--- config.mk ---
export PLATFORM = sky130hd
export DESIGN_NAME = recent_id_tracker_with_hit_counts
export DESIGN_NICKNAME = d
export VERILOG_FILES = /design/src/design/rit_pkg.sv /design/src/design/rit_list_ram.sv /design/src/design/rit_divider.sv /design/src/design/recent_id_tracker_with_hit_counts.sv
export SDC_FILE = /design/constraint.sdc
export NUM_CORES = 1
export LEC_CHECK = 0
export BUFFER_PORTS_ARGS = -buffer_cell sky130_fd_sc_hd__buf_2
export CORE_AREA = 8 8 202 204
export DETAILED_ROUTE_END_ITERATION = 16
export DIE_AREA = 0 0 210 212
export PLACE_DENSITY = 0.66
export SYNTH_ARGS = -nofsm -noshare
export SYNTH_HDL_FRONTEND = slang
export SYNTH_HIERARCHICAL = 1
export SYNTH_SLANG_ARGS = --single-unit
--- constraint.sdc ---
create_clock -name i_clk -period 5.1 [get_ports i_clk]
set_clock_uncertainty 0.15 [all_clocks]
set_input_delay 1.275 -clock i_clk [delete_from_list [all_inputs] [get_ports i_clk]]
set_output_delay 1.275 -clock i_clk [all_outputs]
set_load 0.02 [all_outputs]
--- src/design/rit_pkg.sv ---
`default_nettype none

package rit_pkg;

    localparam int unsigned ID_W       = 16;
    localparam int unsigned CNT_W      = 8;
    localparam int unsigned HIT_W      = 8;
    localparam int unsigned SUM_W      = 25;
    localparam int unsigned TOTAL_W    = 9;
    localparam int unsigned MEAN_W     = 24;
    localparam int unsigned FRAC_W     = 8;
    localparam int unsigned DIVIDEND_W = SUM_W + FRAC_W;

    localparam logic [CNT_W-1:0]  CNT_MAX      = 8'd255;
    localparam logic [HIT_W-1:0]  HIT_MAX      = 8'd255;
    localparam logic [SUM_W-1:0]  SUM_MAX      = 25'h1FF_FFFF;
    localparam logic [MEAN_W-1:0] MEAN_MAX     = 24'hFF_FFFF;
    localparam logic [7:0]        THRESH_RESET = 8'd3;

    typedef struct packed {
        logic [ID_W-1:0] ident_number;
        logic            last_in_scan;
    } t_item;

    typedef struct packed {
        logic              was_hit;
        logic              became_valid;
        logic              stats_valid;
        logic [CNT_W-1:0]  even_count;
        logic [CNT_W-1:0]  odd_count;
        logic [MEAN_W-1:0] mean_ident;
    } t_result;

    typedef struct packed {
        logic [ID_W-1:0]  key;
        logic [HIT_W-1:0] hits;
    } t_entry;

    typedef enum logic [2:0] {
        ST_IDLE,
        ST_READ,
        ST_CHECK,
        ST_MISS,
        ST_WAIT
    } t_state;

endpackage

`default_nettype wire

--- src/design/rit_list_ram.sv ---
`default_nettype none

module rit_list_ram
    import rit_pkg::*;
#(
    parameter int unsigned DEPTH = 8,
    parameter int unsigned IDX_W = 3
) (
    input  wire logic             i_clk,
    input  wire logic             i_we,
    input  wire logic [IDX_W-1:0] i_waddr,
    input  wire t_entry           i_wdata,
    input  wire logic             i_re,
    input  wire logic [IDX_W-1:0] i_raddr,
    output t_entry                o_rdata
);

    t_entry r_mem [DEPTH];
    t_entry r_rdata;

    always_ff @(posedge i_clk) begin
        if (i_we) begin
            r_mem[i_waddr] <= i_wdata;
        end
    end

    always_ff @(posedge i_clk) begin
        if (i_re) begin
            r_rdata <= r_mem[i_raddr];
        end
    end

    assign o_rdata = r_rdata;

endmodule

`default_nettype wire

--- src/design/rit_divider.sv ---
`default_nettype none

module rit_divider
    import rit_pkg::*;
(
    input  wire logic                  i_clk,
    input  wire logic                  i_rst_n,
    input  wire logic                  i_start,
    input  wire logic [DIVIDEND_W-1:0] i_dividend,
    input  wire logic [TOTAL_W-1:0]    i_divisor,
    output logic                       o_busy,
    output logic [MEAN_W-1:0]          o_quot
);

    localparam int unsigned CNT_BITS = $clog2(DIVIDEND_W + 1);

    logic                  r_run;
    logic [CNT_BITS-1:0]   r_cnt;
    logic [TOTAL_W-1:0]    r_rem;
    logic [TOTAL_W-1:0]    r_div;
    logic [DIVIDEND_W-1:0] r_work;

    logic [TOTAL_W:0]      trial;
    logic                  ge;
    logic [TOTAL_W:0]      diff;

    // Restoring division, one quotient bit a cycle. The dividend shifts out
    // of the top of r_work while quotient bits shift in at the bottom.
    always_comb begin
        trial = {r_rem, r_work[DIVIDEND_W-1]};
        ge    = trial >= {1'b0, r_div};
        diff  = trial - {1'b0, r_div};
    end

    always_ff @(posedge i_clk) begin
        if (!i_rst_n) begin
            r_run <= 1'b0;
            r_cnt <= '0;
        end else if (i_start) begin
            r_run <= 1'b1;
            r_cnt <= CNT_BITS'(DIVIDEND_W);
        end else if (r_run) begin
            r_cnt <= r_cnt - CNT_BITS'(1);
            if (r_cnt == CNT_BITS'(1)) begin
                r_run <= 1'b0;
            end
        end
    end

    always_ff @(posedge i_clk) begin
        if (i_start) begin
            r_rem  <= '0;
            r_div  <= i_divisor;
            r_work <= i_dividend;
        end else if (r_run) begin
            r_rem  <= ge ? diff[TOTAL_W-1:0] : trial[TOTAL_W-1:0];
            r_work <= {r_work[DIVIDEND_W-2:0], ge};
        end
    end

    assign o_busy = r_run;
    assign o_quot = (|r_work[DIVIDEND_W-1:MEAN_W]) ? MEAN_MAX : r_work[MEAN_W-1:0];

endmodule

`default_nettype wire

--- src/design/recent_id_tracker_with_hit_counts.sv ---
`default_nettype none

// Recent identifier tracker with hit counts and per-scan statistics.
// Input: a word (identifier and end-of-scan flag) on i_item is taken at a
// rising edge where start is high and busy is low. Configuration: the hit
// threshold is written through i_cfg_we / i_cfg_wdata, by the user only while
// the block is idle; the block itself does not enforce this. Output: one
// result word per input word on o_result, present for exactly one cycle and
// marked by o_result_strobe; the receiver cannot stall it. The list lives in
// a single-port-read RAM with a registered read and is searched one entry at
// a time (read, then compare). A hit ends the search at the matching entry;
// a miss searches every occupied entry and then writes the new one. On the
// last word of a scan the mean is formed by a bit-serial divider of 33 steps
// started at acceptance, and the result waits until the divider is done.
// busy stays high until the cycle of the strobe, and a new word may be
// accepted in that cycle. Reset empties the list, clears the scan counters
// and sets the threshold to 3; the list RAM itself is not cleared.
module recent_id_tracker_with_hit_counts
    import rit_pkg::*;
#(
    parameter int unsigned LIST_DEPTH = 8
) (
    input  wire logic       i_clk,
    input  wire logic       i_rst_n,
    input  wire logic       start,
    output logic            busy,
    input  wire t_item      i_item,
    input  wire logic       i_cfg_we,
    input  wire logic [7:0] i_cfg_wdata,
    output logic            o_result_strobe,
    output t_result         o_result
);

    localparam int unsigned IDX_W = (LIST_DEPTH > 1) ? $clog2(LIST_DEPTH) : 1;
    localparam int unsigned OCC_W = $clog2(LIST_DEPTH + 1);

    t_state               r_state, n_state;
    logic [7:0]           r_threshold;
    logic [ID_W-1:0]      r_id;
    logic                 r_last;
    logic [IDX_W-1:0]     r_idx, n_idx;
    logic [IDX_W-1:0]     r_wp, n_wp;
    logic [OCC_W-1:0]     r_occ, n_occ;
    logic                 r_hit, n_hit;
    logic                 r_pulse, n_pulse;
    logic [CNT_W-1:0]     r_even, r_odd;
    logic [SUM_W-1:0]     r_sum;
    logic [CNT_W-1:0]     r_rep_even, r_rep_odd;
    logic                 r_strobe;
    t_result              r_result;

    logic                 accept;
    logic [CNT_W-1:0]     even_new, odd_new;
    logic [SUM_W:0]       sum_wide;
    logic [SUM_W-1:0]     sum_new;
    logic [TOTAL_W-1:0]   total_new;

    logic                 ram_we, ram_re;
    logic [IDX_W-1:0]     ram_waddr;
    t_entry               ram_wdata, ram_rdata;
    logic [HIT_W-1:0]     hits_inc;

    logic                 div_busy;
    logic [MEAN_W-1:0]    div_quot;

    assign accept = start && !busy;
    assign busy   = (r_state != ST_IDLE);

    // Scan statistics as they stand once the incoming word is counted.
    always_comb begin
        even_new  = r_even;
        odd_new   = r_odd;
        if (i_item.ident_number[0]) begin
            if (r_odd != CNT_MAX) odd_new = r_odd + CNT_W'(1);
        end else begin
            if (r_even != CNT_MAX) even_new = r_even + CNT_W'(1);
        end
        sum_wide  = {1'b0, r_sum} + (SUM_W + 1)'(i_item.ident_number);
        sum_new   = (sum_wide > {1'b0, SUM_MAX}) ? SUM_MAX : sum_wide[SUM_W-1:0];
        total_new = TOTAL_W'(even_new) + TOTAL_W'(odd_new);
    end

    rit_list_ram #(
        .DEPTH (LIST_DEPTH),
        .IDX_W (IDX_W)
    ) u_ram (
        .i_clk   (i_clk),
        .i_we    (ram_we),
        .i_waddr (ram_waddr),
        .i_wdata (ram_wdata),
        .i_re    (ram_re),
        .i_raddr (r_idx),
        .o_rdata (ram_rdata)
    );

    rit_divider u_div (
        .i_clk      (i_clk),
        .i_rst_n    (i_rst_n),
        .i_start    (accept && i_item.last_in_scan),
        .i_dividend ({sum_new, FRAC_W'(0)}),
        .i_divisor  (total_new),
        .o_busy     (div_busy),
        .o_quot     (div_quot)
    );

    assign hits_inc = ram_rdata.hits + HIT_W'(1);

    always_comb begin
        n_state   = r_state;
        n_idx     = r_idx;
        n_wp      = r_wp;
        n_occ     = r_occ;
        n_hit     = r_hit;
        n_pulse   = r_pulse;
        ram_we    = 1'b0;
        ram_re    = 1'b0;
        ram_waddr = r_idx;
        ram_wdata = '{key: r_id, hits: HIT_W'(1)};
        case (r_state)
            ST_IDLE: begin
                if (accept) begin
                    n_idx   = '0;
                    n_hit   = 1'b0;
                    n_pulse = 1'b0;
                    n_state = (r_occ == '0) ? ST_MISS : ST_READ;
                end
            end
            ST_READ: begin
                ram_re  = 1'b1;
                n_state = ST_CHECK;
            end
            ST_CHECK: begin
                if (ram_rdata.key == r_id) begin
                    n_hit   = 1'b1;
                    n_state = ST_WAIT;
                    if (ram_rdata.hits != HIT_MAX) begin
                        ram_we    = 1'b1;
                        ram_wdata = '{key: r_id, hits: hits_inc};
                        n_pulse   = (hits_inc == r_threshold);
                    end
                end else if ((OCC_W'(r_idx) + OCC_W'(1)) == r_occ) begin
                    n_state = ST_MISS;
                end else begin
                    n_idx   = r_idx + IDX_W'(1);
                    n_state = ST_READ;
                end
            end
            ST_MISS: begin
                // Entries are written round robin, so the write pointer
                // always rests on the oldest entry once the list is full.
                ram_we    = 1'b1;
                ram_waddr = r_wp;
                n_wp      = (r_wp == IDX_W'(LIST_DEPTH - 1)) ? '0 : r_wp + IDX_W'(1);
                if (r_occ != OCC_W'(LIST_DEPTH)) n_occ = r_occ + OCC_W'(1);
                n_state   = ST_WAIT;
            end
            ST_WAIT: begin
                if (!div_busy) n_state = ST_IDLE;
            end
            default: begin
                n_state = ST_IDLE;
            end
        endcase
    end

    always_ff @(posedge i_clk) begin
        if (!i_rst_n) begin
            r_state     <= ST_IDLE;
            r_threshold <= THRESH_RESET;
            r_wp        <= '0;
            r_occ       <= '0;
            r_even      <= '0;
            r_odd       <= '0;
            r_sum       <= '0;
            r_strobe    <= 1'b0;
        end else begin
            r_state  <= n_state;
            r_wp     <= n_wp;
            r_occ    <= n_occ;
            r_strobe <= (r_state == ST_WAIT) && !div_busy;
            if (i_cfg_we) r_threshold <= i_cfg_wdata;
            if (accept) begin
                if (i_item.last_in_scan) begin
                    r_even <= '0;
                    r_odd  <= '0;
                    r_sum  <= '0;
                end else begin
                    r_even <= even_new;
                    r_odd  <= odd_new;
                    r_sum  <= sum_new;
                end
            end
        end
    end

    always_ff @(posedge i_clk) begin
        r_idx   <= n_idx;
        r_hit   <= n_hit;
        r_pulse <= n_pulse;
        if (accept) begin
            r_id       <= i_item.ident_number;
            r_last     <= i_item.last_in_scan;
            r_rep_even <= even_new;
            r_rep_odd  <= odd_new;
        end
        if ((r_state == ST_WAIT) && !div_busy) begin
            r_result.was_hit      <= r_hit;
            r_result.became_valid <= r_pulse;
            r_result.stats_valid  <= r_last;
            r_result.even_count   <= r_last ? r_rep_even : '0;
            r_result.odd_count    <= r_last ? r_rep_odd : '0;
            r_result.mean_ident   <= r_last ? div_quot : '0;
        end
    end

    assign o_result_strobe = r_strobe;
    assign o_result        = r_result;

    a_strobe_after_wait: assert property (@(posedge i_clk) disable iff (!i_rst_n)
        o_result_strobe |-> $past(r_state == ST_WAIT))
        else $error("result strobe without a finished item");

    a_occ_bound: assert property (@(posedge i_clk) disable iff (!i_rst_n)
        r_occ <= OCC_W'(LIST_DEPTH))
        else $error("list occupancy beyond depth");

    a_pulse_needs_hit: assert property (@(posedge i_clk) disable iff (!i_rst_n)
        o_result_strobe && o_result.became_valid |-> o_result.was_hit)
        else $error("threshold pulse on a miss");

    a_no_stats_mid_scan: assert property (@(posedge i_clk) disable iff (!i_rst_n)
        o_result_strobe && !o_result.stats_valid |->
            (o_result.mean_ident == '0) && (o_result.even_count == '0)
            && (o_result.odd_count == '0))
        else $error("statistics given before end of scan");

    a_ram_one_access: assert property (@(posedge i_clk) disable iff (!i_rst_n)
        !(ram_we && ram_re))
        else $error("list RAM read and written in one cycle");

endmodule

`default_nettype wire

==> metrics, run 1 <==
routed vias/inst 5.44; largest stage delay on the critical path 0.72 ns; post-synth cell types 79; post-CTS sizing 0; placed instance area 0.0195 mm^2; synthesized area per cell 14.6 um^2; final WL 37.9 mm; Inserted Clock Buffers 44; CTS Hold Bufs 0; Final Wtd Congestion 0.845; largest net degree at the start of global routing 54; Post-Syn Area between 0.015 and 0.02 mm^2; Critical Path Most Common Cell nand2_1; Critical Path RT approximately 5.2 ns; hold slack about 0.29 ns; first-pass GRT wire length between 60 and 70 mm; H-tree depth 2; CP Capture Type flop; r2r startpoint r_id[4]$_DFFE_PP_; Tcrit/Tclk final 78.2%; commonest non-fill, non-tap cell in the layout edfxtp_1; pwr dens 419 mW/mm^2; core area 0.0379 mm^2; Sw Ratio 26.9%; via count 10.5k; post-synthesis register bit count 415; WP buf/inv 1; Mapped Cells 1270; Routed wire per std cell 19.7 um; status completed; DRT Pass-1 Iters 5; worst slew pin tran 1.13 ns; clock buffer depth 3; Max Fanout on Critical Path 21; Max IR drop VDD 242 uV; Die Footprint 0.0445 mm^2; worst hold path class flop to flop; crit path launch type flop; most frequent cells in the layout edfxtp_1, dfxtp_1, buf_2, nand2_1, and2_1; gr usage total 17.3%; grt total ovfl 0; Combinational Power Share 17.8%; CTS Root Cell clkbuf_16; # IOs 74; ys async rst share 0%; DRC viols 0; Power, Total 8760 uW; Post-CTS Setup Bufs 0; reg2reg path depth 9; reg2reg end u_ram/r_mem[4][2]$_DFFE_PP_; Cell Chain, Critical Path xnor2_1, nand4_1, nor4_2, nand2_1, or2_2, nand2_1, nand2_1, nor3_2, buf_4; Reg clk slew, reported paths 0.06 ns; Buffers on Ports 73; Num Clock Sinks 415; Top Family by Delay on Critical Path simple AND/OR/NAND/NOR gates; number of synthesized flops with an enable pin 339; Clk network pwr share about a third; nets 1444; relative slew slack about a quarter; Die Height ~210 um; Hold EP o_result[42]$_DFFE_PP_; Crit path arrival time 4.04 ns; Hold Violations, Final 0; Final setup viols 0; Leakage Power 0.00725 uW; Seq/Total Area, Yosys between 60 and 70%; number of global-route vias before repair 10.8k; Fmax 251 MHz; Final min period 3.99 ns; Clk Latency, worst-skew pair 0.56 ns; worst setup path category flop to flop; FF-to-FF setup slack 1.11 ns; fill cell count between 3k and 4k; antenna violations before repair 1; initial DRC count around 570; Die X 210 um; Worst path slowest cell nor4_2; DP HPWL 24.9 mm; Syn-to-layout area delta 12.9%; share of cells above drive strength 1 a little over a fifth; Register Area 0.0117 mm^2; prevailing post-synth register cell edfxtp_1; final non-filler cell area 0.0209 mm^2; max_cap viols 0; Cell Rows just over 70; Initial Util around 49%; post-detailed-route count of antenna-violating nets 0; P_sw 2360 uW; Setup TNS 0 ns; clock tree from TritonCTS done; Flop pwr share 48.3%; Multi-input gate area 0.00646 mm^2; Pins Over Slew Limit 0; Cell Int Power around 6400 uW; Ys Warns 6; Hold Crit Depth 0; Hold Path Origin r_hit$_DFFE_PP_; unrepaired setup endpoints after global routing no
[flip-flops by register name, indices dropped and copies added, names as in the netlist, 9 cells and up]
register and cells:
u_ram/o_rdata 24, u_div/r_div 9, u_ram/r_mem 192, r_id 16
u_div/r_work 33, r_sum 25, o_result 43, u_div/r_rem 9
[layer usage]
layer / part of all wire (%) / global-route usage (%)
met5: 0 / 0
met4: 2.0 / 4.76
met3: 3.9 / 2.98
met2: 50 / 30.4
met1: 44 / 22.0
[synthesized netlist by cell type, drive strengths merged (2+ instances only)]
cell       n  area, um^2
nor2      60         225
dfxtp     76        1520
o21a       9        67.6
nand4     19         119
edfxtp   339       10200
nor2b     32         200
o311ai     3        33.8
o31ai      6        58.8
a21o       9        67.6
clkbuf    26        97.6
and3       8        50.1
inv       33         124
or2       28         175
a21oi     37         204
a211o      2        17.5
a22oi     14         105
mux2      63         766
or3        4        25.0
a31oi      7        58.8
nand3     26         135
nor3      25         130
o2111ai    3        26.3
o31a       3        26.3
nand3b     2        15.0
o21bai     4        33.8
a211oi     7        57.6
a311oi     2        30.0
a22o      17         149
and2      54         338
xor2      27         236
a41oi      2        25.0
nand2b    11        68.8
nor4       5        52.6
buf       25         186
a21boi     5        41.3
fa         3        60.1
nand2     68         258
nor3b      2        15.0
o21ai     34         181
mux2i     20         200
a221oi     2        23.8
xnor2     45         394
mux4      48        1080
ha        43         538
[worst register-to-register path, stage by stage (launching register included)]
cell,delay [ns]
edfxtp_1,0.56
xnor2_1,0.24
nand4_1,0.16
nor4_2,0.72
nand2_1,0.30
or2_2,0.45
nand2_1,0.12
nand2_1,0.16
nor3_2,0.34
buf_4,0.44
[final cells by class]
type / count / area share [%]
Tap cell: 518 / 3.10
Multi-Input combinational cell: 778 / 30.9
Clock inverter: 26 / 0.856
Clock buffer: 54 / 5.65
Antenna cell: 1 / 0.0120
Inverter: 33 / 0.593
Sequential cell: 415 / 56.0
Timing Repair Buffer: 97 / 2.85
[stage by stage]
step	std cells	util, %	setup slack [ns]
floorplan	1277	-	0.934
global placement	1841	51.5	0.770
detailed placement	1841	51.5	0.720
CTS	1921	55.1	1.09
global route	1922	55.1	0.873
finish	1922	55.1	1.11
[kinds of logic (layout without fill, tap and decap cells)]
group	count (synthesis)	count (layout)	share of synthesized area (%)
other	1	9	0.0203
adder cells (fa/ha/maj)	46	46	3.23
multiplexers	131	131	11.1
AND/OR/NAND/NOR	346	346	9.86
AO/OA/AOI/OAI	175	175	6.98
buffers and inverters	84	210	2.20
XOR/XNOR	72	72	3.41
flip-flops	415	415	63.2
[power groups by stage]
stage                     Sequential [uW]  Clock, uW  Combinational (uW)
after global placement               4300          0                1540
after global routing                 4270       3200                1710
after CTS                            4230       3060                1570
after floorplan                      4190          0                1300
after detailed placement             4300          0                1560
final                                4230       2980                1560
[how the worst max path moves through the flow]
stage | from | to | cells past startpoint
after floorplan | r_id[13]$_DFFE_PP_ | u_ram/r_mem[0][0]$_DFFE_PP_ | 9
after CTS | r_id[4]$_DFFE_PP_ | u_ram/r_mem[4][1]$_DFFE_PP_ | 9
after global routing | r_id[4]$_DFFE_PP_ | u_ram/r_mem[4][1]$_DFFE_PP_ | 9
after global placement | i_item[1] | u_div/r_work[30]$_DFFE_PP_ | 12
after detailed placement | i_item[1] | u_div/r_work[30]$_DFFE_PP_ | 12
final | r_id[4]$_DFFE_PP_ | u_ram/r_mem[4][2]$_DFFE_PP_ | 9
Power figures use the tool's default switching activity.
==> inputs of run 2 (changes only) <==
PLACE_DENSITY = 0.69   (was 0.66)
clock period = 3.5 ns   (was 5.1 ns; I/O delays follow)
==> run 2 against run 1 <==
  * Worst setup slack lost 0.81 ns
  * Final area grew 2.7%
  * Register-to-register slack lost 0.81 ns
  * Sequential share of layout area shrank 1.5 points
  * Flip-flop and latch count is the same
  * Global-route usage grew 0.19 points
  * Critical path type unchanged
  * Critical endpoint is now u_div/r_div[6]$_DFFE_PP_
==> metrics, run 2 (synthesized netlist as in run 1, its figures left out) <==
largest net degree at the start of global routing 42 (-22%); nets 1511 (+4.6%); DP HPWL 26.1 mm (+4.9%); largest stage delay on the critical path 0.44 ns (-0.28 ns); Buffers on Ports 73 (unchanged); reg2reg end u_div/r_div[6]$_DFFE_PP_; Die Height 212 um (unchanged); Initial Util 48.8% (unchanged); # IOs 74 (unchanged); Final min period 3.20 ns (-0.795 ns); Cell Int Power 9600 uW (+50%); hold slack 0.306 ns (+0.0203 ns); Die X 210 um (unchanged); final non-filler cell area 0.0214 mm^2 (+2.7%); Die Footprint 0.0445 mm^2 (unchanged); Combinational Power Share 18.6% (+0.8 points); Flop pwr share 46.9% (-1.4 points); Hold EP u_div/r_rem[8]$_SDFFE_PP0P_; Max Fanout on Critical Path 7 (-67%); Critical Path RT 3.65 ns (-1.50 ns); core area 0.0379 mm^2 (unchanged); antenna violations before repair 1 (unchanged); DP Worst Slack -0.194 ns (-0.914 ns); first-pass GRT wire length 61.5 mm (+1.0%); Hold Path Origin u_div/r_rem[8]$_SDFFE_PP0P_; unrepaired setup endpoints after global routing no; Reg clk slew, reported paths 0.06 ns (about the same); clock tree from TritonCTS done; pwr dens 608 mW/mm^2 (+45%); routed vias/inst 5.41 (-0.68%); gr usage total 17.5% (+0.19 points); Worst path slowest cell dfxtp_1; final WL 38.4 mm (+1.3%); max_cap viols 0 (unchanged); r2r startpoint r_even[0]$_SDFFE_PN0P_; Cell Rows 72 (unchanged); Clk Latency, worst-skew pair 0.54 ns (-0.02 ns); Register Area 0.0117 mm^2 (unchanged); Crit path arrival time 3.34 ns (-0.70 ns); clock buffer depth 3 (unchanged); FF-to-FF setup slack 0.30 ns (-0.81 ns); Tcrit/Tclk final 91.3% (+13 points); max reg flops 192 (unchanged); most frequent cells in the layout edfxtp_1, buf_4, dfxtp_1, buf_2, nand2_1; DRC viols 0 (unchanged); P_sw 3430 uW (+46%); status completed; Reg with most FFs u_ram/r_mem; Routed wire per std cell 19.3 um (-2.1%); Pins Over Slew Limit 0 (unchanged); Clk network pwr share 34.6% (+0.6 points); CP Capture Type flop; commonest non-fill, non-tap cell in the layout edfxtp_1; Cell Chain, Critical Path ha_1, nand2_1, nor3_1, nor2_1, buf_4, xor2_1, ha_1, inv_1, fa_1, nor2b_1, o21ai_0, a21boi_1, o21ai_0, nand2b_1, xor2_1; grt total ovfl 0 (unchanged); via count 10.8k (+2.8%); crit path launch type flop; Hold Violations, Final 0 (unchanged); Inserted Clock Buffers 43 (-2.3%); CTS Root Cell clkbuf_16; Leakage Power 0.00761 uW (+4.9%); relative slew slack 23.3% (-1.1 points); worst setup path category flop to flop; Max IR drop VDD 304 uV (+26%); initial DRC count 601 (+4.7%); Hold Crit Depth 2 (+2); fill cell count 2938 (-4.4%); Sw Ratio 26.3% (-0.59 points); CTS Hold Bufs 0 (unchanged); reg2reg path depth 15 (+6); post-detailed-route count of antenna-violating nets 0 (unchanged); Syn-to-layout area delta 15.9%; placed instance area 0.0201 mm^2 (+2.7%); dpl cells 1909 (+3.7%); number of global-route vias before repair 11.1k (+2.5%); worst hold path class flop to flop; H-tree depth 2 (unchanged); post-CTS sizing 0 (unchanged); Multi-input gate area 0.00647 mm^2 (+0.19%); Final setup viols 0 (unchanged); Post-CTS Setup Bufs 0 (unchanged); Final Wtd Congestion 0.839 (-0.72%); Final WS setup 0.304 ns (-0.805 ns); Num Clock Sinks 415 (unchanged); Finished Layout Cells 1989 (+3.5%); DRT Pass-1 Iters 4 (-1); worst slew pin tran 1.15 ns (+0.0165 ns); share of cells above drive strength 1 25.5% (+3.6 points); Fmax 313 MHz (+25%)
run 2: layer usage:
| layer | vias to the layer above | GRT usage, % | part of all wire (%) |
|---|---|---|---|
| met5 | - | 0 | 0 |
| met4 | 0 | 4.98 | 2.0 |
| met3 | 47 | 2.90 | 4.5 |
| met2 | 219 | 31.1 | 51 |
| met1 | 5354 | 22.0 | 43 |
| li1 | 5134 | - | - |
run 2: how the worst max path moves through the flow:
stage,startpoint,endpoint,slack [ns],depth (start not counted)
2_1_floorplan,r_id[13]$_DFFE_PP_,u_ram/r_mem[1][0]$_DFFE_PP_,-0.02,9
3_3_place_gp,i_item[1],u_div/r_work[28]$_DFFE_PP_,-0.12,13
3_5_place_dp,i_item[1],u_div/r_work[26]$_DFFE_PP_,-0.19,13
4_1_cts,r_even[0]$_SDFFE_PN0P_,u_div/r_div[6]$_DFFE_PP_,0.23,15
5_1_grt,r_even[0]$_SDFFE_PN0P_,u_div/r_div[6]$_DFFE_PP_,0.07,15
6_report,r_even[0]$_SDFFE_PN0P_,u_div/r_div[6]$_DFFE_PP_,0.30,15
run 2: final cells by class:
| cell class | instances | area share [%] |
|---|---|---|
| Tap cell | 518 | 3.02 |
| Antenna cell | 1 | 0.0117 |
| Timing Repair Buffer | 165 | 5.16 |
| Multi-Input combinational cell | 778 | 30.2 |
| Sequential cell | 415 | 54.6 |
| Clock inverter | 26 | 1.16 |
| Inverter | 33 | 0.578 |
| Clock buffer | 53 | 5.34 |
run 2: worst max-delay path: cells and delay by family, from the launching register on:
kind            cells  cell delay (ns)
xor+xnor            2             0.28
fa+ha+maj           3             0.87
buf+inv             2             0.21
flops               1             0.44
compound gates      3             0.43
simple gates        5             0.56
run 2: power groups by stage:
stage	registers, uW	clock network [uW]	logic (uW)
floorplan	6100	0	1900
global placement	6190	0	2380
detailed placement	6210	0	2440
CTS	6110	4590	2450
global route	6150	4800	2650
finish	6110	4500	2420
run 2: through the flow:
step / power, uW / util, % / setup TNS, ns
floorplan: 8000 / - / -2.74
global placement: 8580 / 52.9 / -0.337
detailed placement: 8640 / 52.9 / -0.658
CTS: 13200 / 56.5 / 0
global route: 13600 / 56.5 / 0
finish: 13000 / 56.6 / 0
==> inputs of run 3 (changes only) <==
CELL_PAD_IN_SITES_DETAIL_PLACEMENT = 0   (was unset)
CELL_PAD_IN_SITES_GLOBAL_PLACEMENT = 2   (was unset)
CORE_AREA = 8 8 223 225   (was 8 8 202 204)
DIE_AREA = 0 0 231 233   (was 0 0 210 212)
PLACE_DENSITY = unset   (was 0.69)
PLACE_DENSITY_LB_ADDON = 0.1   (was unset)
SYNTH_HIERARCHICAL = unset   (was 1)
==> run 3 against run 2 <==
  * Worst hold slack got worse by 0.036 ns
  * First-iteration DRC count increased by 11%
  * Clock power increased by 6.7%
  * Clock-buffer cell count increased by 1
  * Register-to-register slack got worse by 0.15 ns
  * Final area unchanged
  * Critical path depth decreased by 5
  * Highest routed layer unchanged
==> metrics, run 3 <==
antenna violations before repair 0 (-1); Crit path arrival time 3.48 ns (+0.14 ns); clock buffer depth 3 (unchanged); Sw Ratio 28.0% (+1.7 points); Worst path slowest cell edfxtp_1; Num Clock Sinks 415 (unchanged); Max IR drop VDD 307 uV (+0.99%); max_cap viols 0 (unchanged); met1 Use GR 21.7% (-0.36 points); clock tree from TritonCTS done; Buffers on Ports 73 (unchanged); share of cells above drive strength 1 21.4% (-4.1 points); Fmax 299 MHz (-4.5%); busiest grt layer met2; fill cell count 4209 (+43%); Critical Path Most Common Cell buf_4; Mapped Cells 1353 (+6.5%); top cells by area, synth edfxtp_1, dfxtp_1, mux4_2; DRT Pass-1 Iters 4 (unchanged); post-synthesis register bit count 415 (unchanged); hold slack 0.271 ns (-0.0356 ns); CTS Root Cell clkbuf_16; Tcrit/Tclk final 95.7% (+4.4 points); Post-CTS Setup Bufs 0 (unchanged); worst slew pin tran 1.19 ns (+0.0430 ns); CP Capture Type flop; Clk Latency, worst-skew pair 0.59 ns (+0.05 ns); DRC viols 0 (unchanged); first-pass GRT wire length 68.8 mm (+12%); leading area contributor after synthesis edfxtp_1; Die Height 233 um (+9.9%); largest stage delay on the critical path 0.54 ns (+0.10 ns); Ys Warns 0 (-6); Die X 231 um (+10%); Power, Total 13400 uW (+3.0%); Register Area 0.0116 mm^2 (-0.66%); Routed wire per std cell 20.4 um (+5.8%); post-synth top area share 54.7% (-0.33 points); synthesized area per cell 13.4 um^2 (-7.8%); commonest non-fill, non-tap cell in the layout edfxtp_1; unrepaired setup endpoints after global routing no; Top Family by Delay on Critical Path simple AND/OR/NAND/NOR gates; Pins Over Slew Limit 0 (unchanged); gr usage total 16.5% (-1.0 points); Cell Int Power 9660 uW (+0.60%); grt total ovfl 0 (unchanged); largest net degree at the start of global routing 54 (+29%); pwr dens 626 mW/mm^2 (+3.0%); Post-Syn Area 0.0182 mm^2 (-1.8%); relative slew slack 19.9% (-3.3 points); Clk network pwr share 35.7% (+1.1 points); n_diodes 0 (-1); Cell Chain, Critical Path xnor2_1, nand4_1, nor4_1, buf_4, nand2_1, a41o_1, inv_1, a22oi_1, nor2_2, buf_4; number of synthesized flops with an enable pin 331 (-2.4%); DP HPWL 29.4 mm (+12%); via count 11.1k (+3.0%); Flop pwr share 45.9% (-1.0 points); Max Fanout on Critical Path 9 (+2); final WL 44.1 mm (+15%); M2 GR Usage 28.3% (-2.7 points); Initial Util 39.5% (-9.3 points); Cell Rows 79 (+9.7%); max reg flops 192 (unchanged); P_sw 3760 uW (+9.7%); initial DRC count 665 (+11%); Final setup viols 0 (unchanged); Combinational Power Share 18.4% (-0.2 points); Mapped Nets 1428; top post-synthesis cells by count edfxtp_1, nand2_1, nor2_1, dfxtp_1, a21oi_1; final non-filler cell area 0.0214 mm^2 (unchanged); prevailing post-synth register cell edfxtp_1; Leakage Power 0.00775 uW (+1.9%); number of global-route vias before repair 11.5k (+4.2%); WP buf/inv 3 (+1); placed instance area 0.0199 mm^2 (-0.54%); Final min period 3.35 ns (+0.152 ns); crit path launch type flop; post-detailed-route count of antenna-violating nets 0 (unchanged); status completed; nets 1588 (+5.1%); # IOs 74 (unchanged); core area 0.0461 mm^2 (+21%); top-count cell post-synth edfxtp_1; Hold Violations, Final 0 (unchanged); Seq/Total Area, Yosys 63.9% (+0.70 points); H-tree depth 2 (unchanged); worst hold path class flop to flop; ys async rst share 0% (unchanged); worst setup path category flop to flop; Syn-to-layout area delta 18.0%; Die Footprint 0.0538 mm^2 (+21%); met3 Use GR 2.27% (-0.64 points); Critical Path RT 3.63 ns (-0.02 ns); Multi-input gate area 0.00620 mm^2 (-4.2%); Reg with most FFs u_ram.r_mem; post-synth cell types 70 (-11%); routed vias/inst 5.13 (-5.1%); most frequent cells in the layout edfxtp_1, nand2_1, buf_4, dfxtp_1, nor2_1; Final Wtd Congestion 0.773 (-8.0%); Inserted Clock Buffers 47 (+9.3%); Reg clk slew, reported paths 0.06 ns (about the same)
==> run 3: changes by cell type in the layout (fill, tap and decap cells not counted), moves of 15 or more <==
| cell | previous run | this run |
|---|---|---|
| o21a_1 | 9 | 34 |
| nor2_1 | 53 | 75 |
| nand2_1 | 67 | 134 |
| o21ai_0 | 24 | 47 |
| a22o_1 | 17 | 1 |
| and2_1 | 54 | 27 |
| or2_1 | 25 | 0 |
| mux2_4 | 15 | 0 |
| a21oi_1 | 32 | 66 |
| mux2_2 | 45 | 2 |
==> run 3: final cells by class <==
type / instances / area share (%)
Multi-Input combinational cell: 838 / 28.9
Inverter: 37 / 0.648
Sequential cell: 415 / 54.2
Clock inverter: 34 / 1.38
Tap cell: 607 / 3.54
Clock buffer: 54 / 5.61
Timing Repair Buffer: 174 / 5.71
==> run 3: cell families (layout without fill, tap and decap cells) <==
family	after synthesis	in the layout	synth area share, %
fa+ha+maj	46	46	3.29
flops	415	415	63.9
xor+xnor	77	77	3.71
mux	73	73	7.34
buf+inv	100	299	2.16
compound gates	254	254	9.46
simple gates	388	388	10.1
==> run 3: through the flow <==
stage | TNS [ns] | std cells | utilization, % | worst slack [ns]
finish | 0 | 2159 | 46.6 | 0.152
floorplan | 0 | 1353 | - | 0.00720
global route | 0 | 2159 | 46.6 | 0.00989
detailed placement | -1.42 | 2071 | 43.3 | -0.169
CTS | 0 | 2159 | 46.6 | 0.0943
global placement | -0.422 | 2071 | 43.3 | -0.109
==> run 3: power by group through the flow <==
stage | logic, uW | clock network (uW) | registers (uW)
6_report | 2470 | 4800 | 6160
4_1_cts | 2530 | 4940 | 6170
3_3_place_gp | 2530 | 0 | 6260
3_5_place_dp | 2520 | 0 | 6270
2_1_floorplan | 1840 | 0 | 6120
5_1_grt | 2770 | 5120 | 6220
==> run 3: routing by layer <==
layer / part of all wire [%] / routed length [um]
met4: 1.8 / 777
met2: 49 / 21700
met5: 0 / 0
met3: 3.2 / 1400
met1: 46 / 20300
==> run 3: worst reg2reg max path, cell delays in order (launching register included) <==
cell,delay [ns]
edfxtp_1,0.54
xnor2_1,0.33
nand4_1,0.19
nor4_1,0.36
buf_4,0.23
nand2_1,0.09
a41o_1,0.27
inv_1,0.11
a22oi_1,0.17
nor2_2,0.35
buf_4,0.26
==> run 3: final timing paths <==
kind	start	end	slack (ns)	cells after the start
max	r_id[5]$_DFFE_PP_	u_ram.r_mem[7][23]$_DFFE_PP_	0.15	10
min	r_hit$_DFFE_PP_	o_result[42]$_DFFE_PP_	0.27	0
max reg2reg	r_id[5]$_DFFE_PP_	u_ram.r_mem[7][23]$_DFFE_PP_	0.15	10
min reg2reg	r_hit$_DFFE_PP_	o_result[42]$_DFFE_PP_	0.27	0
==> run 3: what timing repair did <==
item	4_1_cts	5_1_grt
endpoints found under the setup margin	0	3
resized for setup	0	2
hold buffers	0	0
